--- config.mk ---
export PLATFORM = sky130hd
export DESIGN_NAME = ttrz_ctrl
export DESIGN_NICKNAME = d
export VERILOG_FILES = /design/src/assert_macros.svh /design/src/ttrz_pkg.sv /design/src/ttrz_ctrl.sv
export SDC_FILE = /design/constraint.sdc
export NUM_CORES = 1
export LEC_CHECK = 0
export BUFFER_PORTS_ARGS = -buffer_cell sky130_fd_sc_hd__clkbuf_2
export CAP_MARGIN = 10
export CORE_MARGIN = 2
export CORE_UTILIZATION = 34
export CTS_CLUSTER_SIZE = 10
export DETAILED_ROUTE_END_ITERATION = 10
export PLACE_DENSITY = 0.7
export SLEW_MARGIN = 10
export SYNTH_ARGS = -nofsm -noshare
export SYNTH_HDL_FRONTEND = slang
export SYNTH_SLANG_ARGS = --single-unit
--- constraint.sdc ---
create_clock -name clk -period 2 [get_ports clk]
set_input_delay 0.2 -clock clk [delete_from_list [all_inputs] [get_ports clk]]
set_output_delay 0.2 -clock clk [all_outputs]
set_load 0.05 [all_outputs]
--- src/assert_macros.svh ---
// Assertion macros shared by the RTL.
`ifndef ASSERT_MACROS_SVH
`define ASSERT_MACROS_SVH
`ifndef ASSERT_OFF
`define ASSERT_HOLDS(lbl, clk, rstn, prop, msg) \
  lbl: assert property (@(posedge clk) disable iff (!rstn) (prop)) else $error(msg);
`define ASSERT_NEXT(lbl, clk, rstn, pre, post, msg) \
  lbl: assert property (@(posedge clk) disable iff (!rstn) (pre) |=> (post)) else $error(msg);
`else
`define ASSERT_HOLDS(lbl, clk, rstn, prop, msg)
`define ASSERT_NEXT(lbl, clk, rstn, pre, post, msg)
`endif
`endif

--- src/ttrz_pkg.sv ---
// Shared types, widths and codes of the tile rasterizer.
`timescale 1ns / 1ps
`default_nettype none
package ttrz_pkg;
  localparam int TILE_W_DEF = 8;
  localparam int TILE_H_DEF = 8;
  localparam int COORD_W    = 12;
  localparam int Z_W        = 16;
  localparam int WGT_W      = 13;
  localparam int PIX_W      = 3;
  localparam int CFG_W      = 4;
  localparam int CFG_IDX_W  = 2;
  localparam int DIFF_W     = 13;
  localparam int MUL_W      = 17;
  localparam int ACC_W      = 36;
  localparam int NUM_W      = 28;
  localparam int NUM_S_W    = NUM_W + 1;
  localparam int FRAC_W     = 12;
  localparam int BOX_W      = 9;

  localparam logic [WGT_W-1:0] ONE_Q12 = WGT_W'(4096);
  localparam logic signed [Z_W-1:0] Z_MIN = {1'b1, {(Z_W-1){1'b0}}};

  localparam logic [CFG_IDX_W-1:0] REG_TILE_WIDTH  = CFG_IDX_W'(0);
  localparam logic [CFG_IDX_W-1:0] REG_TILE_HEIGHT = CFG_IDX_W'(1);

  typedef logic [3:0] mac_op_t;
  localparam mac_op_t MAC_NONE = 4'd0;
  localparam mac_op_t MAC_D_A  = 4'd1;
  localparam mac_op_t MAC_D_B  = 4'd2;
  localparam mac_op_t MAC_N2_A = 4'd3;
  localparam mac_op_t MAC_N2_B = 4'd4;
  localparam mac_op_t MAC_N1_A = 4'd5;
  localparam mac_op_t MAC_N1_B = 4'd6;
  localparam mac_op_t MAC_Z_A  = 4'd7;
  localparam mac_op_t MAC_Z_B  = 4'd8;
  localparam mac_op_t MAC_Z_C  = 4'd9;

  typedef struct packed {
    logic                      func;
    logic signed [COORD_W-1:0] v0_x;
    logic signed [COORD_W-1:0] v0_y;
    logic signed [Z_W-1:0]     v0_z;
    logic signed [COORD_W-1:0] v1_x;
    logic signed [COORD_W-1:0] v1_y;
    logic signed [Z_W-1:0]     v1_z;
    logic signed [COORD_W-1:0] v2_x;
    logic signed [COORD_W-1:0] v2_y;
    logic signed [Z_W-1:0]     v2_z;
  } in_item_t;

  typedef struct packed {
    logic [PIX_W-1:0]      pixel_x;
    logic [PIX_W-1:0]      pixel_y;
    logic signed [Z_W-1:0] frag_depth;
    logic [WGT_W-1:0]      weight_a;
    logic [WGT_W-1:0]      weight_b;
    logic [WGT_W-1:0]      weight_c;
    logic                  is_fragment;
    logic                  last;
  } out_item_t;

  typedef struct packed {
    logic    load_tri;
    mac_op_t mac_op;
    logic    save_d;
    logic    start_walk;
    logic    save_n2;
    logic    save_n1;
    logic    rd_stored;
    logic    cap_stored;
    logic    div_start;
    logic    commit;
    logic    step;
    logic    finish;
    logic    clear;
  } cmd_t;

  typedef struct packed {
    logic is_clear;
    logic d_zero;
    logic box_empty;
    logic in_tri;
    logic div_done;
    logic pass;
    logic last_pix;
    logic out_free;
    logic pend_valid;
  } status_t;
endpackage
`default_nettype wire

--- src/ttrz_ctrl.sv ---
// Sequencer: triangle setup, pixel walk, clear requests and result hand-off.
`timescale 1ns / 1ps
`default_nettype none
module ttrz_ctrl import ttrz_pkg::*; (
  input  logic    clk,
  input  logic    rst_n,
  input  logic    in_valid,
  output logic    in_ready,
  input  status_t status,
  output cmd_t    cmd
);
  localparam logic [4:0] S_IDLE   = 5'd0;
  localparam logic [4:0] S_DECODE = 5'd1;
  localparam logic [4:0] S_CLEAR  = 5'd2;
  localparam logic [4:0] S_D1     = 5'd3;
  localparam logic [4:0] S_SAVE_D = 5'd4;
  localparam logic [4:0] S_CHK    = 5'd5;
  localparam logic [4:0] S_E0     = 5'd6;
  localparam logic [4:0] S_E1     = 5'd7;
  localparam logic [4:0] S_E2     = 5'd8;
  localparam logic [4:0] S_E3     = 5'd9;
  localparam logic [4:0] S_E4     = 5'd10;
  localparam logic [4:0] S_TEST   = 5'd11;
  localparam logic [4:0] S_DIV    = 5'd12;
  localparam logic [4:0] S_Z1     = 5'd13;
  localparam logic [4:0] S_Z2     = 5'd14;
  localparam logic [4:0] S_CMP    = 5'd15;
  localparam logic [4:0] S_COMMIT = 5'd16;
  localparam logic [4:0] S_NEXT   = 5'd17;
  localparam logic [4:0] S_FIN    = 5'd18;

  logic [4:0] state_r, state_nxt;

  assign in_ready = (state_r == S_IDLE);

  always_comb begin
    state_nxt = state_r;
    cmd       = '0;
    case (state_r)
      S_IDLE: begin
        if (in_valid) begin
          cmd.load_tri = 1'b1;
          state_nxt    = S_DECODE;
        end
      end
      S_DECODE: begin
        if (status.is_clear) begin
          state_nxt = S_CLEAR;
        end else begin
          cmd.mac_op = MAC_D_A;
          state_nxt  = S_D1;
        end
      end
      S_CLEAR: begin
        if (status.out_free) begin
          cmd.clear = 1'b1;
          state_nxt = S_IDLE;
        end
      end
      S_D1: begin
        cmd.mac_op = MAC_D_B;
        state_nxt  = S_SAVE_D;
      end
      S_SAVE_D: begin
        cmd.save_d = 1'b1;
        state_nxt  = S_CHK;
      end
      S_CHK: begin
        if (status.d_zero || status.box_empty) begin
          state_nxt = S_FIN;
        end else begin
          cmd.start_walk = 1'b1;
          state_nxt      = S_E0;
        end
      end
      S_E0: begin
        cmd.mac_op    = MAC_N2_A;
        cmd.rd_stored = 1'b1;
        state_nxt     = S_E1;
      end
      S_E1: begin
        cmd.mac_op     = MAC_N2_B;
        cmd.cap_stored = 1'b1;
        state_nxt      = S_E2;
      end
      S_E2: begin
        cmd.save_n2 = 1'b1;
        cmd.mac_op  = MAC_N1_A;
        state_nxt   = S_E3;
      end
      S_E3: begin
        cmd.mac_op = MAC_N1_B;
        state_nxt  = S_E4;
      end
      S_E4: begin
        cmd.save_n1 = 1'b1;
        state_nxt   = S_TEST;
      end
      S_TEST: begin
        if (status.in_tri) begin
          cmd.div_start = 1'b1;
          state_nxt     = S_DIV;
        end else begin
          state_nxt = S_NEXT;
        end
      end
      S_DIV: begin
        if (status.div_done) begin
          cmd.mac_op = MAC_Z_A;
          state_nxt  = S_Z1;
        end
      end
      S_Z1: begin
        cmd.mac_op = MAC_Z_B;
        state_nxt  = S_Z2;
      end
      S_Z2: begin
        cmd.mac_op = MAC_Z_C;
        state_nxt  = S_CMP;
      end
      S_CMP: begin
        state_nxt = status.pass ? S_COMMIT : S_NEXT;
      end
      S_COMMIT: begin
        if (!status.pend_valid || status.out_free) begin
          cmd.commit = 1'b1;
          state_nxt  = S_NEXT;
        end
      end
      S_NEXT: begin
        if (status.last_pix) begin
          state_nxt = S_FIN;
        end else begin
          cmd.step  = 1'b1;
          state_nxt = S_E0;
        end
      end
      S_FIN: begin
        if (status.out_free) begin
          cmd.finish = 1'b1;
          state_nxt  = S_IDLE;
        end
      end
      default: begin
        state_nxt = S_IDLE;
      end
    endcase
  end

  always_ff @(posedge clk) begin
    if (!rst_n) begin
      state_r <= S_IDLE;
    end else begin
      state_r <= state_nxt;
    end
  end
endmodule
`default_nettype wire

==> After elaboration in Yosys (flattened, before gate mapping) <==
Index checks and enable logic that the tools add are counted.
{ "classes": {"eq_ne": 22, "mux": 31, "n_reduce_logical": 6} }
{ "op_table": {"columns": ["cell", "count"], "rows": [
  ["one-hot mux 5 bit (18 select lines)", 1],
  ["== test 5 x 4 -> 1 bit (second input constant)", 8],
  ["one-hot mux 4 bit (9 select lines)", 1],
  ["two-way mux 5 bit", 7],
  ["two-way mux 1 bit", 21],
  ["== test 5 x 3 -> 1 bit (second input constant)", 4],
  ["== test 5 bit (second input constant)", 3],
  ["== test 5 x 2 -> 1 bit (second input constant)", 2],
  ["!= test 2 bit (second input constant)", 3],
  ["== test 5 x 1 -> 1 bit (second input constant)", 1],
  ["zero test 5 bit", 1],
  ["AND reduction 4 bit", 1],
  ["two-way mux 3 bit", 1],
  ["logical OR 1 bit", 2],
  ["!= test 2 x 1 -> 1 bit (second input constant)", 1],
  ["OR reduction 2 bit", 1],
  ["zero test 1 bit", 1]
]} }
{ "word_totals": {"output_inout_bits": 17, "elab_cells": 60, "regBits": 5} }

==> Logic depth before layout (Yosys ltp) <==
{ "depth": {"depth_word": 4, "mapped_depth": 6, "mapped_depth_nobuf": 4} }

==> Worst setup path after synthesis <==
OpenSTA, ideal clock, no wires.
{ "synth_timing": {"kind": "flip-flop to output port", "start": "register state_r[1]", "end": "output port cmd[12] (netlist name)", "stages_incl_launch_ff": 5, "arrival_ns": 3.255, "t_required_ns": 1.800, "path_slack_ns": -1.455, "path_buffers": 2, "cell_sequence": "dfxtp_1 -> buf_2 -> buf_2 -> nor2_1 -> a2111oi_0"} }
{ "synth_lines": {"columns": ["element", "line_no", "text"], "rows": [
  ["from (decl)", "ttrz_ctrl.sv:32", "logic [4:0] state_r, state_nxt;"],
  ["from (signal assigned)", "ttrz_ctrl.sv:154", "state_r <= state_nxt;"],
  ["to (decl)", "ttrz_ctrl.sv:10", "output cmd_t cmd"]
]} }

==> impl_metrics.yaml <==
floorplan:
  ios: 29
  core_um2: 1980
  fp-row-count: 16
  die_h_um: 49.9
  die_w_um: 49.9
  dieArea_um2: 2490
  start_util: 0.361
place:
  port_buffers: 28
  place_ws_ps: 127
  place.gp.congestion: 0.828
  postPlaceCellArea_um2: 945
  hpwlAfterDp_um: 1530
synth:
  yosys-top-cells-area: "dfxtp_1, nor2_1, xnor2_1, nor3_1, a211oi_1"
  synth-simple-area-share: 0.456
  syn_nets: 109
  synth_xor_area_frac: 0.0490
  synthFlopType: "dfxtp_1"
  synthMuxAreaShare: 0
  async_flop_share: 0
  synthCells: 97
  synth_compound_area_frac: 0.266
  synthTopCellsByCount: "nor2_1, nor3_1"
  synth_seq_cells: 5
  synth_area_per_cell_um2: 7.38
  synth_top_cell_by_area: "dfxtp_1"
  syn_area_um2: 716
  synth_edf_count: 0
  synth_top_family_by_area: "simple AND/OR/NAND/NOR gates"
  synthAdderAreaFrac: 0
  synth.yosys.warnings: 0
  seq_area_frac_synth: 0.140
  yosysUniqueCellTypes: 43
  synth_most_common_cell: "nor2_1"
  yosysTopAreaCellShare: 0.140
timing:
  rsz0062_at_grt: "true"
  finalHoldViolations: 0
  period_share: 0.965
  period_minus_slack_ps: 1930
  finalSetupViolCount: 0
  slew_viol_final: 0
  fmax_ghz: 0.518
  worst_slew_pin_slew_ps: 422
  skew_ps: 2.11
  slew_headroom: 0.717
  fin_ws_ps: 70.8
setup_path:
  cp.buffers_inverters: 1
  path_max_fanout: 13
  worstSetupEndpointType: "primary output"
  cpPeakStageDelay_ps: 380
  cp.arrival_ps: 1730
  cp.required_ps: 1800
  crit_slowest_cell: "dfxtp_2"
  cpLargestDelayFamily: "simple AND/OR/NAND/NOR gates"
  critPathKind: "reg -> out"
  crit_path_start_kind: "flip-flop"
  crit_chain: "or2_2, o32ai_1, nand2_1, o31ai_2, clkbuf_8"
final_layout:
  antenna_cells: 0
  fin_nets: 141
  regMostFlops: "state_r"
  drive_above_1_share: 0.508
  largest_reg_flops: 5
  fin_area_um2: 996
  areaGrowthSynthToFinish_pct: 39.2
  reg_top3: "state_r x5"
  final_util: 0.503
route:
  wire_per_inst_um: 12.8
  postRouteAntennaNets: 0
  dr.pass1.iters: 4
  viasPerCell: 5.34
  drt-met1-wl_um: 891
  drt_iter0_drc: 17
  routed.top_layer: "met4"
  wl_met2_um: 915
  dr_total_vias: 828
  wl_met3_um: 131
  drcViolationCount: 0
  totalWireLength_um: 1980
grt:
  grt_overflow: 0
  grt_pass1_wl_um: 3220
  grt_max_degree: 16
  track_usage: 0.164
  grt_pass1_vias: 741
  antenna_found_initial: 0
hold_path:
  worstHoldPathType: "in -> reg"
cts:
  h-tree-depth: 1
  cts_tree: "built"
  numCtsBuffers: 3
  holdBufCountCts: 0
  root_buffer: "clkbuf_4"
  clk_path_buf_depth: 2
  clock_latency_ps: 240
  clk_pin_slew_ps: 40
  cts_num_sinks: 5
outcome:
  status: "completed"
run:
  drv_cap: 0
power:
  ir_worst_vdd_uv: 749
  pwr_density_cell_nw_per_um2: 1550
  power_leakage_nw: 0.395
## timing repair
item	in CTS	in global routing
buffers inserted	0	0
pin swaps	0	0
endpoints found under the setup margin	6	6
gates resized for setup	7	6
## area by class of cell
type	count	area [um2]
repair buffers	35	213
fillers	225	986
multi-input cells	79	599
flip-flops and latches	5	105
clock buffers	4	26.3
well taps	27	33.8
inverters	5	18.8
## cell families (layout without fill, tap and decap cells)
family / after synthesis / in the layout
AND/OR/NAND/NOR: 51 / 51
AO/OA/AOI/OAI: 24 / 24
buffers and inverters: 13 / 44
flip-flops: 5 / 5
XOR/XNOR: 4 / 4
## per-stage QoR
step	hold WS (ps)	power (mW)	TNS [ps]	instances
5_1_grt	222	1.64	-12.9	155
6_report	218	1.54	0	155
3_5_place_dp	467	1.38	0	151
4_1_cts	213	1.54	0	155
3_3_place_gp	469	1.38	0	151
2_1_floorplan	331	1.15	-244	97
## layout by cell type, fill, tap and decap left out, types with 2 or more instances in the layout
cell type / count
clkbuf_2: 23
nor2_1: 10
buf_4: 8
nand2_1: 5
nor3_2: 5
inv_1: 5
a21oi_1: 5
nand2b_1: 4
xnor2_1: 4
a211oi_1: 4
clkbuf_4: 4
dfxtp_2: 4
or3b_2: 3
or2_2: 3
o21ai_0: 3
or3_1: 2
nand4b_1: 2
nor2b_1: 2
nor3_1: 2
a221oi_2: 2
## path summary, 6_finish.rpt
kind | start | endpoint | slack [ps] | cells past startpoint
max reg2reg | state_r[2]$_SDFFE_PN0P_ | state_r[2]$_SDFFE_PN0P_ | 280 | 5
min | rst_n | state_r[4]$_SDFFE_PN0P_ | 220 | 2
min reg2reg | state_r[0]$_SDFFE_PN0P_ | state_r[1]$_SDFFE_PN0P_ | 650 | 2
max | state_r[1]$_SDFFE_PN0P_ | cmd[11] | 70 | 5
## report_power, final
part	internal, mW	switching, mW	total (mW)
logic	0.453	0.715	1.17
registers	0.147	0.111	0.258
clock network	0.0754	0.0411	0.117
## worst reg2reg max path, cell delays in order, from the launching register on
cell      delay (ps)
dfxtp_2          450
buf_4            210
or3b_2           450
a31oi_1          250
nor3_2            70
a221oi_2         210
## layer usage
metal	global-route usage	up-vias
li1	-	421
met1	0.210	363
met2	0.276	39
met3	0.0182	5
met4	0.0694	0
met5	0	-
(Power assumes the default switching activity.)
