<file path="src/assert_macros.svh">
// Assertion macros shared by the RTL.
`ifndef ASSERT_MACROS_SVH
`define ASSERT_MACROS_SVH
`ifndef ASSERT_OFF
`define ASSERT_HOLDS(lbl, clk, rstn, prop, msg) \
  lbl: assert property (@(posedge clk) disable iff (!rstn) (prop)) else $error(msg);
`define ASSERT_NEXT(lbl, clk, rstn, pre, post, msg) \
  lbl: assert property (@(posedge clk) disable iff (!rstn) (pre) |=> (post)) else $error(msg);
`else
`define ASSERT_HOLDS(lbl, clk, rstn, prop, msg)
`define ASSERT_NEXT(lbl, clk, rstn, pre, post, msg)
`endif
`endif

</file>
<file path="src/ttrz_pkg.sv">
// Shared types, widths and codes of the tile rasterizer.
`timescale 1ns / 1ps
`default_nettype none
package ttrz_pkg;
  localparam int TILE_W_DEF = 8;
  localparam int TILE_H_DEF = 8;
  localparam int COORD_W    = 12;
  localparam int Z_W        = 16;
  localparam int WGT_W      = 13;
  localparam int PIX_W      = 3;
  localparam int CFG_W      = 4;
  localparam int CFG_IDX_W  = 2;
  localparam int DIFF_W     = 13;
  localparam int MUL_W      = 17;
  localparam int ACC_W      = 36;
  localparam int NUM_W      = 28;
  localparam int NUM_S_W    = NUM_W + 1;
  localparam int FRAC_W     = 12;
  localparam int BOX_W      = 9;

  localparam logic [WGT_W-1:0] ONE_Q12 = WGT_W'(4096);
  localparam logic signed [Z_W-1:0] Z_MIN = {1'b1, {(Z_W-1){1'b0}}};

  localparam logic [CFG_IDX_W-1:0] REG_TILE_WIDTH  = CFG_IDX_W'(0);
  localparam logic [CFG_IDX_W-1:0] REG_TILE_HEIGHT = CFG_IDX_W'(1);

  typedef logic [3:0] mac_op_t;
  localparam mac_op_t MAC_NONE = 4'd0;
  localparam mac_op_t MAC_D_A  = 4'd1;
  localparam mac_op_t MAC_D_B  = 4'd2;
  localparam mac_op_t MAC_N2_A = 4'd3;
  localparam mac_op_t MAC_N2_B = 4'd4;
  localparam mac_op_t MAC_N1_A = 4'd5;
  localparam mac_op_t MAC_N1_B = 4'd6;
  localparam mac_op_t MAC_Z_A  = 4'd7;
  localparam mac_op_t MAC_Z_B  = 4'd8;
  localparam mac_op_t MAC_Z_C  = 4'd9;

  typedef struct packed {
    logic                      func;
    logic signed [COORD_W-1:0] v0_x;
    logic signed [COORD_W-1:0] v0_y;
    logic signed [Z_W-1:0]     v0_z;
    logic signed [COORD_W-1:0] v1_x;
    logic signed [COORD_W-1:0] v1_y;
    logic signed [Z_W-1:0]     v1_z;
    logic signed [COORD_W-1:0] v2_x;
    logic signed [COORD_W-1:0] v2_y;
    logic signed [Z_W-1:0]     v2_z;
  } in_item_t;

  typedef struct packed {
    logic [PIX_W-1:0]      pixel_x;
    logic [PIX_W-1:0]      pixel_y;
    logic signed [Z_W-1:0] frag_depth;
    logic [WGT_W-1:0]      weight_a;
    logic [WGT_W-1:0]      weight_b;
    logic [WGT_W-1:0]      weight_c;
    logic                  is_fragment;
    logic                  last;
  } out_item_t;

  typedef struct packed {
    logic    load_tri;
    mac_op_t mac_op;
    logic    save_d;
    logic    start_walk;
    logic    save_n2;
    logic    save_n1;
    logic    rd_stored;
    logic    cap_stored;
    logic    div_start;
    logic    commit;
    logic    step;
    logic    finish;
    logic    clear;
  } cmd_t;

  typedef struct packed {
    logic is_clear;
    logic d_zero;
    logic box_empty;
    logic in_tri;
    logic div_done;
    logic pass;
    logic last_pix;
    logic out_free;
    logic pend_valid;
  } status_t;
endpackage
`default_nettype wire

</file>
<file path="src/ttrz_ram.sv">
// Generic single-port-write, registered-read RAM.
`timescale 1ns / 1ps
`default_nettype none
module ttrz_ram #(
  parameter int WIDTH  = 16,
  parameter int DEPTH  = 64,
  parameter int ADDR_W = (DEPTH > 1) ? $clog2(DEPTH) : 1
) (
  input  logic              clk,
  input  logic              we,
  input  logic [ADDR_W-1:0] waddr,
  input  logic [WIDTH-1:0]  wdata,
  input  logic              re,
  input  logic [ADDR_W-1:0] raddr,
  output logic [WIDTH-1:0]  rdata
);
  logic [WIDTH-1:0] mem [DEPTH];
  logic [WIDTH-1:0] rdata_r;

  always_ff @(posedge clk) begin
    if (we) begin
      mem[waddr] <= wdata;
    end
    if (re) begin
      rdata_r <= mem[raddr];
    end
  end

  assign rdata = rdata_r;
endmodule
`default_nettype wire

</file>
<file path="src/ttrz_div.sv">
// Restoring divider, one quotient bit per cycle, for num <= den.
`timescale 1ns / 1ps
`default_nettype none
module ttrz_div import ttrz_pkg::*; #(
  parameter int N_W = NUM_W,
  parameter int Q_W = WGT_W
) (
  input  logic           clk,
  input  logic           rst_n,
  input  logic           start,
  input  logic [N_W-1:0] num,
  input  logic [N_W-1:0] den,
  output logic           done,
  output logic [Q_W-1:0] quot
);
  localparam int CNT_W = (Q_W > 1) ? $clog2(Q_W) : 1;

  logic [N_W-1:0]   rem_r, rem_nxt;
  logic [N_W-1:0]   den_r;
  logic [Q_W-1:0]   q_r, q_nxt;
  logic [CNT_W-1:0] cnt_r, cnt_nxt;
  logic             run_r, run_nxt;
  logic             first_r, first_nxt;
  logic             done_r, done_nxt;
  logic [N_W:0]     trial;
  logic             ge;

  assign trial = first_r ? {1'b0, rem_r} : {rem_r, 1'b0};
  assign ge    = trial >= {1'b0, den_r};

  always_comb begin
    rem_nxt   = rem_r;
    q_nxt     = q_r;
    cnt_nxt   = cnt_r;
    run_nxt   = run_r;
    first_nxt = first_r;
    done_nxt  = done_r;
    if (start) begin
      rem_nxt   = num;
      q_nxt     = '0;
      cnt_nxt   = CNT_W'(Q_W - 1);
      run_nxt   = 1'b1;
      first_nxt = 1'b1;
      done_nxt  = 1'b0;
    end else if (run_r) begin
      rem_nxt   = ge ? N_W'(trial - {1'b0, den_r}) : N_W'(trial);
      q_nxt     = {q_r[Q_W-2:0], ge};
      first_nxt = 1'b0;
      cnt_nxt   = cnt_r - CNT_W'(1);
      if (cnt_r == '0) begin
        run_nxt  = 1'b0;
        done_nxt = 1'b1;
      end
    end
  end

  always_ff @(posedge clk) begin
    if (!rst_n) begin
      run_r  <= 1'b0;
      done_r <= 1'b0;
    end else begin
      run_r  <= run_nxt;
      done_r <= done_nxt;
    end
    rem_r   <= rem_nxt;
    q_r     <= q_nxt;
    cnt_r   <= cnt_nxt;
    first_r <= first_nxt;
    if (start) begin
      den_r <= den;
    end
  end

  assign done = done_r;
  assign quot = q_r;
endmodule
`default_nettype wire

</file>
<file path="src/ttrz_dpath.sv">
// Datapath: vertex registers, shared MAC, dividers, depth store, result buffering.
`timescale 1ns / 1ps
`default_nettype none
module ttrz_dpath import ttrz_pkg::*; #(
  parameter int TILE_W = TILE_W_DEF,
  parameter int TILE_H = TILE_H_DEF
) (
  input  logic                 clk,
  input  logic                 rst_n,
  input  cmd_t                 cmd,
  output status_t              status,
  input  in_item_t             in_item,
  input  logic                 cfg_valid,
  input  logic [CFG_IDX_W-1:0] cfg_index,
  input  logic [CFG_W-1:0]     cfg_data,
  output logic                 out_valid,
  input  logic                 out_ready,
  output out_item_t            out_item
);
  localparam int DEPTH  = TILE_W * TILE_H;
  localparam int ADDR_W = (DEPTH > 1) ? $clog2(DEPTH) : 1;

  function automatic logic signed [COORD_W-1:0] min3(input logic signed [COORD_W-1:0] a,
      input logic signed [COORD_W-1:0] b, input logic signed [COORD_W-1:0] c);
    logic signed [COORD_W-1:0] m;
    m = (a < b) ? a : b;
    return (m < c) ? m : c;
  endfunction

  function automatic logic signed [COORD_W-1:0] max3(input logic signed [COORD_W-1:0] a,
      input logic signed [COORD_W-1:0] b, input logic signed [COORD_W-1:0] c);
    logic signed [COORD_W-1:0] m;
    m = (a > b) ? a : b;
    return (m > c) ? m : c;
  endfunction

  logic [CFG_W-1:0] tw_r, th_r;
  in_item_t         tri_r;

  logic signed [ACC_W-1:0]   acc_r;
  logic [NUM_W-1:0]          d_abs_r;
  logic                      d_neg_r;
  logic signed [BOX_W-1:0]   x0_r, x1_r, y0_r, y1_r;
  logic [PIX_W-1:0]          px_r, py_r;
  logic signed [NUM_S_W-1:0] n1_r, n2_r;
  logic signed [Z_W-1:0]     stored_r;
  logic                      sv_r;
  logic [DEPTH-1:0]          zv_r;
  out_item_t                 pend_r;
  logic                      pend_valid_r;
  out_item_t                 out_r;
  logic                      out_valid_r;

  // edge and setup operands
  logic signed [DIFF_W-1:0] dxb, dxc, dyb, dyc, axp, ayq, pc, qc;
  assign pc  = $signed({{(DIFF_W-PIX_W-4){1'b0}}, px_r, 4'b0});
  assign qc  = $signed({{(DIFF_W-PIX_W-4){1'b0}}, py_r, 4'b0});
  assign dxb = DIFF_W'(tri_r.v1_x) - DIFF_W'(tri_r.v0_x);
  assign dxc = DIFF_W'(tri_r.v2_x) - DIFF_W'(tri_r.v0_x);
  assign dyb = DIFF_W'(tri_r.v1_y) - DIFF_W'(tri_r.v0_y);
  assign dyc = DIFF_W'(tri_r.v2_y) - DIFF_W'(tri_r.v0_y);
  assign axp = DIFF_W'(tri_r.v0_x) - pc;
  assign ayq = DIFF_W'(tri_r.v0_y) - qc;

  logic [WGT_W-1:0] wb, wc, wa;
  logic             done_b, done_c;
  assign wa = WGT_W'(ONE_Q12 - wb - wc);

  logic signed [MUL_W-1:0]   ma, mb;
  logic signed [2*MUL_W-1:0] prod;
  logic signed [ACC_W-1:0]   prod_e;

  always_comb begin
    ma = '0;
    mb = '0;
    case (cmd.mac_op)
      MAC_D_A:  begin ma = MUL_W'(dyc); mb = MUL_W'(dxb); end
      MAC_D_B:  begin ma = MUL_W'(dyb); mb = MUL_W'(dxc); end
      MAC_N2_A: begin ma = MUL_W'(dyb); mb = MUL_W'(axp); end
      MAC_N2_B: begin ma = MUL_W'(ayq); mb = MUL_W'(dxb); end
      MAC_N1_A: begin ma = MUL_W'(ayq); mb = MUL_W'(dxc); end
      MAC_N1_B: begin ma = MUL_W'(dyc); mb = MUL_W'(axp); end
      MAC_Z_A:  begin ma = MUL_W'(tri_r.v0_z); mb = $signed({{(MUL_W-WGT_W){1'b0}}, wa}); end
      MAC_Z_B:  begin ma = MUL_W'(tri_r.v1_z); mb = $signed({{(MUL_W-WGT_W){1'b0}}, wb}); end
      MAC_Z_C:  begin ma = MUL_W'(tri_r.v2_z); mb = $signed({{(MUL_W-WGT_W){1'b0}}, wc}); end
      default:  begin ma = '0; mb = '0; end
    endcase
  end

  assign prod   = ma * mb;
  assign prod_e = ACC_W'(prod);

  // bounding box, clipped to the tile in use
  logic [CFG_W-1:0]        w_sat, h_sat;
  logic signed [BOX_W-1:0] fx0, fx1, fy0, fy1, wlim, hlim;
  assign w_sat = (tw_r > CFG_W'(TILE_W)) ? CFG_W'(TILE_W) : tw_r;
  assign h_sat = (th_r > CFG_W'(TILE_H)) ? CFG_W'(TILE_H) : th_r;
  assign wlim  = $signed({{(BOX_W-CFG_W){1'b0}}, w_sat}) - BOX_W'(1);
  assign hlim  = $signed({{(BOX_W-CFG_W){1'b0}}, h_sat}) - BOX_W'(1);
  assign fx0   = BOX_W'(min3(tri_r.v0_x, tri_r.v1_x, tri_r.v2_x) >>> 4);
  assign fx1   = BOX_W'(max3(tri_r.v0_x, tri_r.v1_x, tri_r.v2_x) >>> 4);
  assign fy0   = BOX_W'(min3(tri_r.v0_y, tri_r.v1_y, tri_r.v2_y) >>> 4);
  assign fy1   = BOX_W'(max3(tri_r.v0_y, tri_r.v1_y, tri_r.v2_y) >>> 4);

  logic signed [ACC_W-1:0] acc_neg, n_norm;
  assign acc_neg = -acc_r;
  assign n_norm  = d_neg_r ? acc_neg : acc_r;

  logic signed [NUM_S_W:0] n0;
  assign n0 = $signed({2'b0, d_abs_r}) - (NUM_S_W+1)'(n1_r) - (NUM_S_W+1)'(n2_r);

  logic signed [ACC_W-1:0] stored_q;
  logic signed [ACC_W-1:0] acc_abs_sh;
  logic signed [Z_W-1:0]   depth_t;
  assign stored_q   = $signed({stored_r, {FRAC_W{1'b0}}});
  assign acc_abs_sh = (acc_r[ACC_W-1] ? acc_neg : acc_r) >>> FRAC_W;
  assign depth_t    = acc_r[ACC_W-1] ? Z_W'(-acc_abs_sh) : Z_W'(acc_abs_sh);

  logic [ADDR_W-1:0] addr;
  logic [Z_W-1:0]    ram_q;
  assign addr = ADDR_W'(int'(py_r) * TILE_W + int'(px_r));

  ttrz_ram #(.WIDTH(Z_W), .DEPTH(DEPTH), .ADDR_W(ADDR_W)) u_store (
    .clk  (clk),
    .we   (cmd.commit),
    .waddr(addr),
    .wdata(depth_t),
    .re   (cmd.rd_stored),
    .raddr(addr),
    .rdata(ram_q)
  );

  ttrz_div #(.N_W(NUM_W), .Q_W(WGT_W)) u_div_b (
    .clk(clk), .rst_n(rst_n), .start(cmd.div_start),
    .num(n1_r[NUM_W-1:0]), .den(d_abs_r), .done(done_b), .quot(wb)
  );

  ttrz_div #(.N_W(NUM_W), .Q_W(WGT_W)) u_div_c (
    .clk(clk), .rst_n(rst_n), .start(cmd.div_start),
    .num(n2_r[NUM_W-1:0]), .den(d_abs_r), .done(done_c), .quot(wc)
  );

  out_item_t frag, marker, push_item;
  logic      push, out_free;

  always_comb begin
    frag             = '0;
    frag.pixel_x     = px_r;
    frag.pixel_y     = py_r;
    frag.frag_depth  = depth_t;
    frag.weight_a    = wa;
    frag.weight_b    = wb;
    frag.weight_c    = wc;
    frag.is_fragment = 1'b1;
    marker           = '0;
    marker.last      = 1'b1;
    push             = 1'b0;
    push_item        = pend_r;
    if (cmd.clear) begin
      push      = 1'b1;
      push_item = marker;
    end else if (cmd.commit && pend_valid_r) begin
      push      = 1'b1;
      push_item = pend_r;
    end else if (cmd.finish) begin
      push = 1'b1;
      if (pend_valid_r) begin
        push_item      = pend_r;
        push_item.last = 1'b1;
      end else begin
        push_item = marker;
      end
    end
  end

  assign out_free = !out_valid_r || out_ready;

  always_ff @(posedge clk) begin
    if (!rst_n) begin
      tw_r         <= CFG_W'(TILE_W_DEF);
      th_r         <= CFG_W'(TILE_H_DEF);
      zv_r         <= '0;
      pend_valid_r <= 1'b0;
      out_valid_r  <= 1'b0;
    end else begin
      if (cfg_valid && cfg_index == REG_TILE_WIDTH) begin
        tw_r <= cfg_data;
      end
      if (cfg_valid && cfg_index == REG_TILE_HEIGHT) begin
        th_r <= cfg_data;
      end
      if (cmd.clear) begin
        zv_r <= '0;
      end else if (cmd.commit) begin
        zv_r[addr] <= 1'b1;
      end
      if (cmd.commit) begin
        pend_valid_r <= 1'b1;
      end else if (cmd.finish) begin
        pend_valid_r <= 1'b0;
      end
      if (push) begin
        out_valid_r <= 1'b1;
      end else if (out_ready) begin
        out_valid_r <= 1'b0;
      end
    end
    if (cmd.load_tri) begin
      tri_r <= in_item;
    end
    case (cmd.mac_op)
      MAC_D_A, MAC_N2_A, MAC_N1_A, MAC_Z_A: acc_r <= prod_e;
      MAC_D_B, MAC_N2_B, MAC_N1_B:          acc_r <= acc_r - prod_e;
      MAC_Z_B, MAC_Z_C:                     acc_r <= acc_r + prod_e;
      default:                              acc_r <= acc_r;
    endcase
    if (cmd.save_d) begin
      d_neg_r <= acc_r[ACC_W-1];
      d_abs_r <= NUM_W'(acc_r[ACC_W-1] ? acc_neg : acc_r);
      x0_r    <= fx0[BOX_W-1] ? '0 : fx0;
      x1_r    <= (fx1 > wlim) ? wlim : fx1;
      y0_r    <= fy0[BOX_W-1] ? '0 : fy0;
      y1_r    <= (fy1 > hlim) ? hlim : fy1;
    end
    if (cmd.start_walk) begin
      px_r <= x0_r[PIX_W-1:0];
      py_r <= y0_r[PIX_W-1:0];
    end else if (cmd.step) begin
      if (py_r == y1_r[PIX_W-1:0]) begin
        py_r <= y0_r[PIX_W-1:0];
        px_r <= px_r + PIX_W'(1);
      end else begin
        py_r <= py_r + PIX_W'(1);
      end
    end
    if (cmd.save_n2) begin
      n2_r <= n_norm[NUM_S_W-1:0];
    end
    if (cmd.save_n1) begin
      n1_r <= n_norm[NUM_S_W-1:0];
    end
    if (cmd.rd_stored) begin
      sv_r <= zv_r[addr];
    end
    if (cmd.cap_stored) begin
      stored_r <= sv_r ? $signed(ram_q) : Z_MIN;
    end
    if (cmd.commit) begin
      pend_r <= frag;
    end
    if (push) begin
      out_r <= push_item;
    end
  end

  always_comb begin
    status            = '0;
    status.is_clear   = tri_r.func;
    status.d_zero     = (d_abs_r == '0);
    status.box_empty  = (x0_r > x1_r) || (y0_r > y1_r);
    status.in_tri     = !n1_r[NUM_S_W-1] && !n2_r[NUM_S_W-1] && !n0[NUM_S_W];
    status.div_done   = done_b && done_c;
    status.pass       = acc_r > stored_q;
    status.last_pix   = (px_r == x1_r[PIX_W-1:0]) && (py_r == y1_r[PIX_W-1:0]);
    status.out_free   = out_free;
    status.pend_valid = pend_valid_r;
  end

  assign out_valid = out_valid_r;
  assign out_item  = out_r;
endmodule
`default_nettype wire

</file>
<file path="config.mk">
export PLATFORM = sky130hd
export DESIGN_NAME = ttrz_dpath
export DESIGN_NICKNAME = d
export VERILOG_FILES = /design/src/assert_macros.svh /design/src/ttrz_pkg.sv /design/src/ttrz_ram.sv /design/src/ttrz_div.sv /design/src/ttrz_dpath.sv
export SDC_FILE = /design/constraint.sdc
export NUM_CORES = 2
export LEC_CHECK = 0
export BUFFER_PORTS_ARGS = -buffer_cell sky130_fd_sc_hd__buf_2
export CORE_ASPECT_RATIO = 1.75
export CORE_MARGIN = 2
export CORE_UTILIZATION = 55
export CTS_CLUSTER_SIZE = 40
export DETAILED_ROUTE_END_ITERATION = 8
export PLACE_DENSITY_LB_ADDON = 0.05
export SYNTH_ARGS = -nofsm -noshare
export SYNTH_HDL_FRONTEND = slang
export SYNTH_SLANG_ARGS = --single-unit
export TNS_END_PERCENT = 20
</file>
<file path="constraint.sdc">
create_clock -name clk -period 15.6 [get_ports clk]
set_clock_uncertainty 0.05 [all_clocks]
set_input_delay 2.34 -clock clk [delete_from_list [all_inputs] [get_ports clk]]
set_output_delay 2.34 -clock clk [all_outputs]
set_load 0.005 [all_outputs]
</file>
Word level (Yosys, flattened, before mapping)
Memories as Yosys holds them, arrays and structs flattened. A register that Yosys moved wholly into a read port is not among the register bits.
Index checks and enable logic that the tools add are counted.

word-level totals
  bits of input ports = 147
  output and inout bits = 73
  bits in latches = 0
  memory bits (read-only) = 0
  memories kept = 1
  memory bits (writable) = 1,024
  logic and storage cells = 208
  register bits = 625

cells by class
  mux-type cells = 54
  equality and inequality tests = 12
  reductions and logical operators = 39
  bitwise operators = 2
  div/mod/pow operators = 0
  shifts and indexed selects = 0
  magnitude comparators = 19
  add/subtract/negate cells = 23
  $mul = 1

memory list
  memory       words  bits a word  rd ports  clocked after memory_dff  wr ports  line            source
  u_store.mem  64     16           1         1                         1         ttrz_ram.sv:17  logic [WIDTH-1:0] mem [DEPTH];

operators with widths
  operator                             count
  one-hot mux 17 bit (6 select lines)  2
  2-to-1 mux 28 bit                    7
  2-to-1 mux 63 bit                    3
  one-hot mux 36 bit (3 select lines)  1
  2-to-1 mux 12 bit                    8
  2-to-1 mux 29 bit                    3
  OR 64 bit                            1
  >= comparator 29 x 28 -> 1 bit       2
  subtractor 28 bit                    2
  subtractor 12 x 12 -> 13 bit         4
  > comparator 12 bit                  4
  less-than comparator 12 bit          4
  adder 36 x 34 -> 36 bit              1
  > comparator 36 x 28 -> 1 bit        1
  subtractor 36 x 34 -> 36 bit         1
  multiplier 17 x 17 -> 34 bit         1
  subtractor 29 x 29 -> 30 bit         1
  subtractor 30 x 29 -> 30 bit         1
  negator 29 bit                       1
  logical NOT 28 bit                   1
  subtractor 12 x 8 -> 13 bit          2
  > comparator 9 bit                   2
  2-to-1 mux 3 bit                     6
  2-to-1 mux 9 bit                     2
  other kinds (34)                     89

Longest topological paths before layout
  depth in word-level cells = 6
  depth in mapped cells = 54
  depth with buffers taken out = 52

Hierarchy
Synthesis repeated with hierarchy kept, for this count alone.

unflattened totals
  cells, all modules = 6,965
  area, all modules = 91,280.0 µm²

modules (own cells, without submodules)
  module               cells each  seq. area each (µm²)  area each (µm²)  times used
  ttrz_dpath           4,149       14,123.5              41,164.5         1
  ttrz_ram             1,829       31,230.0              40,202.3         1
  ttrz_div at u_div_b  504         2,082.0               5,051.1          1
  ttrz_div at u_div_c  483         2,082.0               4,862.2          1

Least setup slack after synthesis
Ideal clock, no wire load.

  kind = input-to-reg
  start = input port cmd[11] in the netlist's numbering
  end = register acc_r[35], data pin
  stages on the path = 42
  buffers on the path = 5
  required time = 15.281 ns
  path slack = 2.853 ns
  data arrival time = 12.428 ns
  library setup time = 0.269 ns
  cell sequence = buf_1 > clkbuf_1 > buf_1 > mux2i_1 > o221ai_1 > a221oi_1 > nor2_1 > fa_1 > inv_1 > fa_1 > fa_1 > inv_1 > fa_1 > fa_1 > inv_1 > fa_1 > inv_1 > ha_1 > (+6 left out) > and3b_1 > buf_2 > a21oi_1 > xnor2_1 > ha_1 > clkbuf_1 > nor3_1 > nor2_1 > o41ai_1 > o211ai_1 > a21o_1 > o211a_1 > or3_1 > o311ai_0 > nand2_1 > xor2_1 > nand2_1 > o31ai_1

on the way
  cells in the longest elaborated chain, start to end = 6
  elaborated cells on any way between the ends = 24
  classes of those cells = add/sub (2); mul (1); eq/ne (9); mux (3); reduce/logical (9)

RTL lines
  what                                                                            line                                  source
  from (decl)                                                                     ttrz_dpath.sv:10                      input cmd_t cmd,
  == test 4 x 3 -> 1 bit, or another cell as far along                            ttrz_dpath.sv:76, ttrz_dpath.sv:211
  OR reduction 2 bit (no line)                                                    n/a
  one-hot mux 17 bit (6 select lines)                                             ttrz_dpath.sv:76                      case (cmd.mac_op)
  multiplier 17 x 17 -> 34 bit                                                    ttrz_dpath.sv:90                      assign prod = ma * mb;
  adder 36 x 34 -> 36 bit / subtractor 36 x 34 -> 36 bit (equally long branches)  ttrz_dpath.sv:214, ttrz_dpath.sv:213
  one-hot mux 36 bit (3 select lines) (*)                                         ttrz_dpath.sv:211                     case (cmd.mac_op)
  to (signal assigned)                                                            ttrz_dpath.sv:212                     MAC_D_A, MAC_N2_A, MAC_N1_A, MAC_Z_A: acc_r <= prod_e;
  to (signal assigned)                                                            ttrz_dpath.sv:214                     MAC_Z_B, MAC_Z_C: acc_r <= acc_r + prod_e;
  to (signal assigned)                                                            ttrz_dpath.sv:215                     default: acc_r <= acc_r;
  to (decl)                                                                       ttrz_dpath.sv:40                      logic signed [ACC_W-1:0] acc_r;

Every way passes the cells marked *; elsewhere a longest branch is shown, timed or not.
A chain may end at the register's enable or synchronous reset.

Final worst setup path
Same ends and word-level chain as after synthesis.

==> summary.md <==
| Metric | Value |
|---|---|
| CP max FO | 19 |
| Post-synth top flop | edfxtp_1 |
| Fillers | 12200 |
| Max Slew Vio Count | 0 |
| Most common cell after layout, fill and taps aside | edfxtp_1 |
| Mean routed wirelength per cell | 28.5 um |
| DRT antenna net count | 0 |
| GR Overflow Total | 0 |
| P_leak | 36.0 nW |
| Seq/Total Area, Yosys | 56.7% |
| Status | finished, final reports clean |
| WHS Endpoint | zv_r[3] |
| Fin. Hold Viols | 0 |
| Flop pwr share | 32.0% |
| Most frequent cells in the layout | edfxtp_1, inv_1, a22oi_1 |
| Unrepaired setup endpoints after global routing | no |
| Post-synth EDFFs | 1545 |
| Pwr Density | 215 nW/um^2 |
| Max Buffers Root-to-Sink | 4 |
| # DRC | 0 |
| Worst r2r src | tri_r[108] |
| CTS Sinks | 1659 |
| Post-Synthesis Cells | 6734 |
| Switching Fraction | 41.2% |
| Final setup TNS | 0 ns |
| Minimum clock period after layout | 14.33 ns |
| Die height | 526 um |
| Placer Congestion | 0.969 |
| Input/output buffers | 219 |
| Maxcap violations | 0 |
| Setup Fix Bufs, Post-CTS | 0 |
| Crit-path slowest cell | a41oi_2 |
| DRT Pass-1 Iters | 6 |
| Syn Nets | 7600 |
| Initial antenna violation count | 26 |
| Number of H-tree levels | 4 |
| First-pass GRT wire length | 379000 um |
| Cell variety after synth | 92 |
| Row count | 191 |
| Slowest cell delay on critical path | 0.88 ns |
| Clock root buffer | clkbuf_16 |
| Largest net degree at the start of global routing | 87 |
| Post-CTS Hold Buffers | 0 |
| Mean post-synth cell area | 12.7 um^2 |
| Max Clk Rate | 0.0698 GHz |
| Ratio of cells with drive above 1 in the final layout | 11.4% |
| Detailed Place HPWL | 185000 um |
| Final cycle utilization of the critical path | 91.9% |
| Die width | 303 um |
| Yosys warning count | 0 |
| Synth-to-Final Area Change | 10.9% |
| RR Endpoint | acc_r[35] |
| Worst VDD drop | 180 uV |
| Register-to-Register Path Depth | 49 |
| Area post-placement | 90000 um^2 |
| Multi-input gate area | 33900 um^2 |
| NetSw | 0.00842 W |
| Flop2flop setup slack | 1.35 ns |
| Clock transition at path regs | 0.07 ns |
| Setup Viol. Count Final | 0 |
| Slew @ Worst Pin | 1.34 ns |
| Critical path data arrival time | 14.81 ns |
| #FFs+latches synth | 1659 |
| Initial drt markers | 4781 |
| Via density | 6.25 |
| TritonCTS Buffers | 157 |
| Asr flop ratio synth | 0% |
| Post-cts sizing count | 0 |
| Hold path depth | 1 |
| Critical path required time | 16.08 ns |
| Mapped Area | 85800 um^2 |
| Crit path launch type | primary input |
| Core area | 155000 um^2 |
| Setup CP Type | in -> reg |
| Die area | 159000 um^2 |
| Final WL | 260000 um |
| Gr usage total | 32.7% |
| Most used cell, CP | fa_1 |
| Design area | 95100 um^2 |
| Vias | 57200 |
| Relative slew slack | 10.9% |
| Comb power frac | 49.0% |
| Io pins | 220 |
| Hold path start | zv_r[3] |
| Crit end category | register |
| Clk pwr share | 18.9% |
| Min Hold Slack | 0.418 ns |
| CTS tree | built |
| Vias in the first global route | 57900 |
| Register area | 48700 um^2 |
| Cell-internal power | 0.0120 W |
| Initial Util | 55.4% |
| Hold WC Path Type | reg -> reg |
| Nets | 7866 |
| Worst skew pair latency | 0.83 ns |
-- worst max-delay path by stage --
stage,start,endpoint,cells after the start
finish,cmd[11],acc_r[35],44
global route,tri_r[108],acc_r[35],49
CTS,cmd[11],acc_r[35],44
detailed placement,cmd[11],acc_r[35],42
global placement,cmd[11],acc_r[35],44
floorplan,cmd[11],acc_r[35],42
-- per-stage QoR --
| stage | setup slack [ns] | power [W] | utilization [%] | instances |
|---|---|---|---|---|
| floorplan | 2.85 | 0.0134 | - | 6734 |
| global placement | 0.811 | 0.0165 | 58.1 | 8867 |
| detailed placement | 0.565 | 0.0166 | 58.1 | 8867 |
| CTS | 1.37 | 0.0205 | 61.4 | 9143 |
| global route | 0.326 | 0.0217 | 61.4 | 9146 |
| finish | 1.27 | 0.0205 | 61.4 | 9152 |
-- cells by family (layout without fill, tap and decap cells) --
| group | Yosys count | in the layout | synth area share [%] |
|---|---|---|---|
| muxes | 167 | 167 | 2.09 |
| xor gates and xnor gates | 284 | 284 | 2.90 |
| adders and majority gates | 719 | 719 | 13.3 |
| other | 0 | 9 | 0 |
| buffers and inverters | 924 | 1307 | 4.09 |
| AOI/OAI and AO/OA | 1582 | 1582 | 13.1 |
| and+or+nand+nor | 1399 | 1399 | 7.82 |
| DFF | 1659 | 1659 | 56.7 |
-- registers in the layout, indices dropped and copies added (netlist names), 8 cells and up --
name and count:
tri_r 120, u_store.mem 1024, u_div_b.quot 13, n2_r 29, u_div_c.rem_r 28, acc_r 36
n1_r 29, d_abs_r 28, u_store.rdata 16, x1_r 8, u_div_c.quot 13, stored_r 16
u_div_b.den_r 28, pend_r 61, u_div_b.rem_r 28, out_item 63, zv_r 64, y1_r 8
-- power by group through the flow --
stage	Combinational, W	Clock, W	Sequential [W]
floorplan	0.00689	0	0.00648
global placement	0.00986	0	0.00664
detailed placement	0.00997	0	0.00665
CTS	0.0100	0.00392	0.00655
global route	0.0110	0.00408	0.00660
finish	0.0100	0.00387	0.00655
-- critical path, delay by kind of cell --
family                     cells  cell delay, ns
AOI/OAI and AO/OA             14            4.35
adders and majority gates      8            3.47
and+or+nand+nor               12            2.43
buffers and inverters          7            1.64
xor gates and xnor gates       3            0.52
-- synth_stat cells (8+ instances only) --
cell	count	area share, %
o31ai_1	20	0.18
ha_1	399	5.8
nor4_1	50	0.36
inv_1	624	2.7
o211ai_1	8	0.070
o22ai_1	13	0.095
nor2b_1	48	0.35
a22o_1	45	0.46
o2bb2ai_1	9	0.092
nor2_1	431	1.9
a31oi_1	68	0.50
nand2_1	368	1.6
a21oi_1	221	1.3
o21ai_0	183	1.1
fa_1	320	7.5
o21ai_1	9	0.053
nand3_1	75	0.44
mux2_2	95	1.2
a22oi_1	463	4.1
o21bai_1	26	0.23
nor3_1	70	0.41
xor2_1	83	0.85
dfxtp_1	114	2.7
a21boi_0	13	0.11
o221ai_1	32	0.33
mux2i_1	72	0.84
a211oi_1	53	0.46
nand4_1	55	0.40
buf_1	41	0.18
o21a_1	105	0.92
a41oi_1	82	0.84
a21o_1	89	0.78
and2_1	107	0.78
nand2b_1	56	0.41
and3_1	27	0.20
or3_1	33	0.24
xnor2_1	201	2.1
a221o_1	19	0.22
edfxtp_1	1545	54
nand3b_1	14	0.12
nor3b_1	17	0.15
a221oi_1	63	0.64
clkbuf_1	243	1.1
or2_2	14	0.10
-- metal layers --
layer | share of wire (%) | GRT usage, %
met1 | 35 | 37.3
met2 | 51 | 57.9
met3 | 6.1 | 4.37
met4 | 7.1 | 19.9
met5 | 0.035 | 0
-- cell type report --
class / instances / area share [%]
flip-flops and latches: 1659 / 51.2
repair buffers: 404 / 2.65
clock inverters: 76 / 0.846
multi-input cells: 4151 / 35.6
clock buffers: 200 / 4.53
well taps: 2026 / 2.67
inverters: 627 / 2.47
diodes: 9 / 0.0237
(Power assumes the default switching activity.)
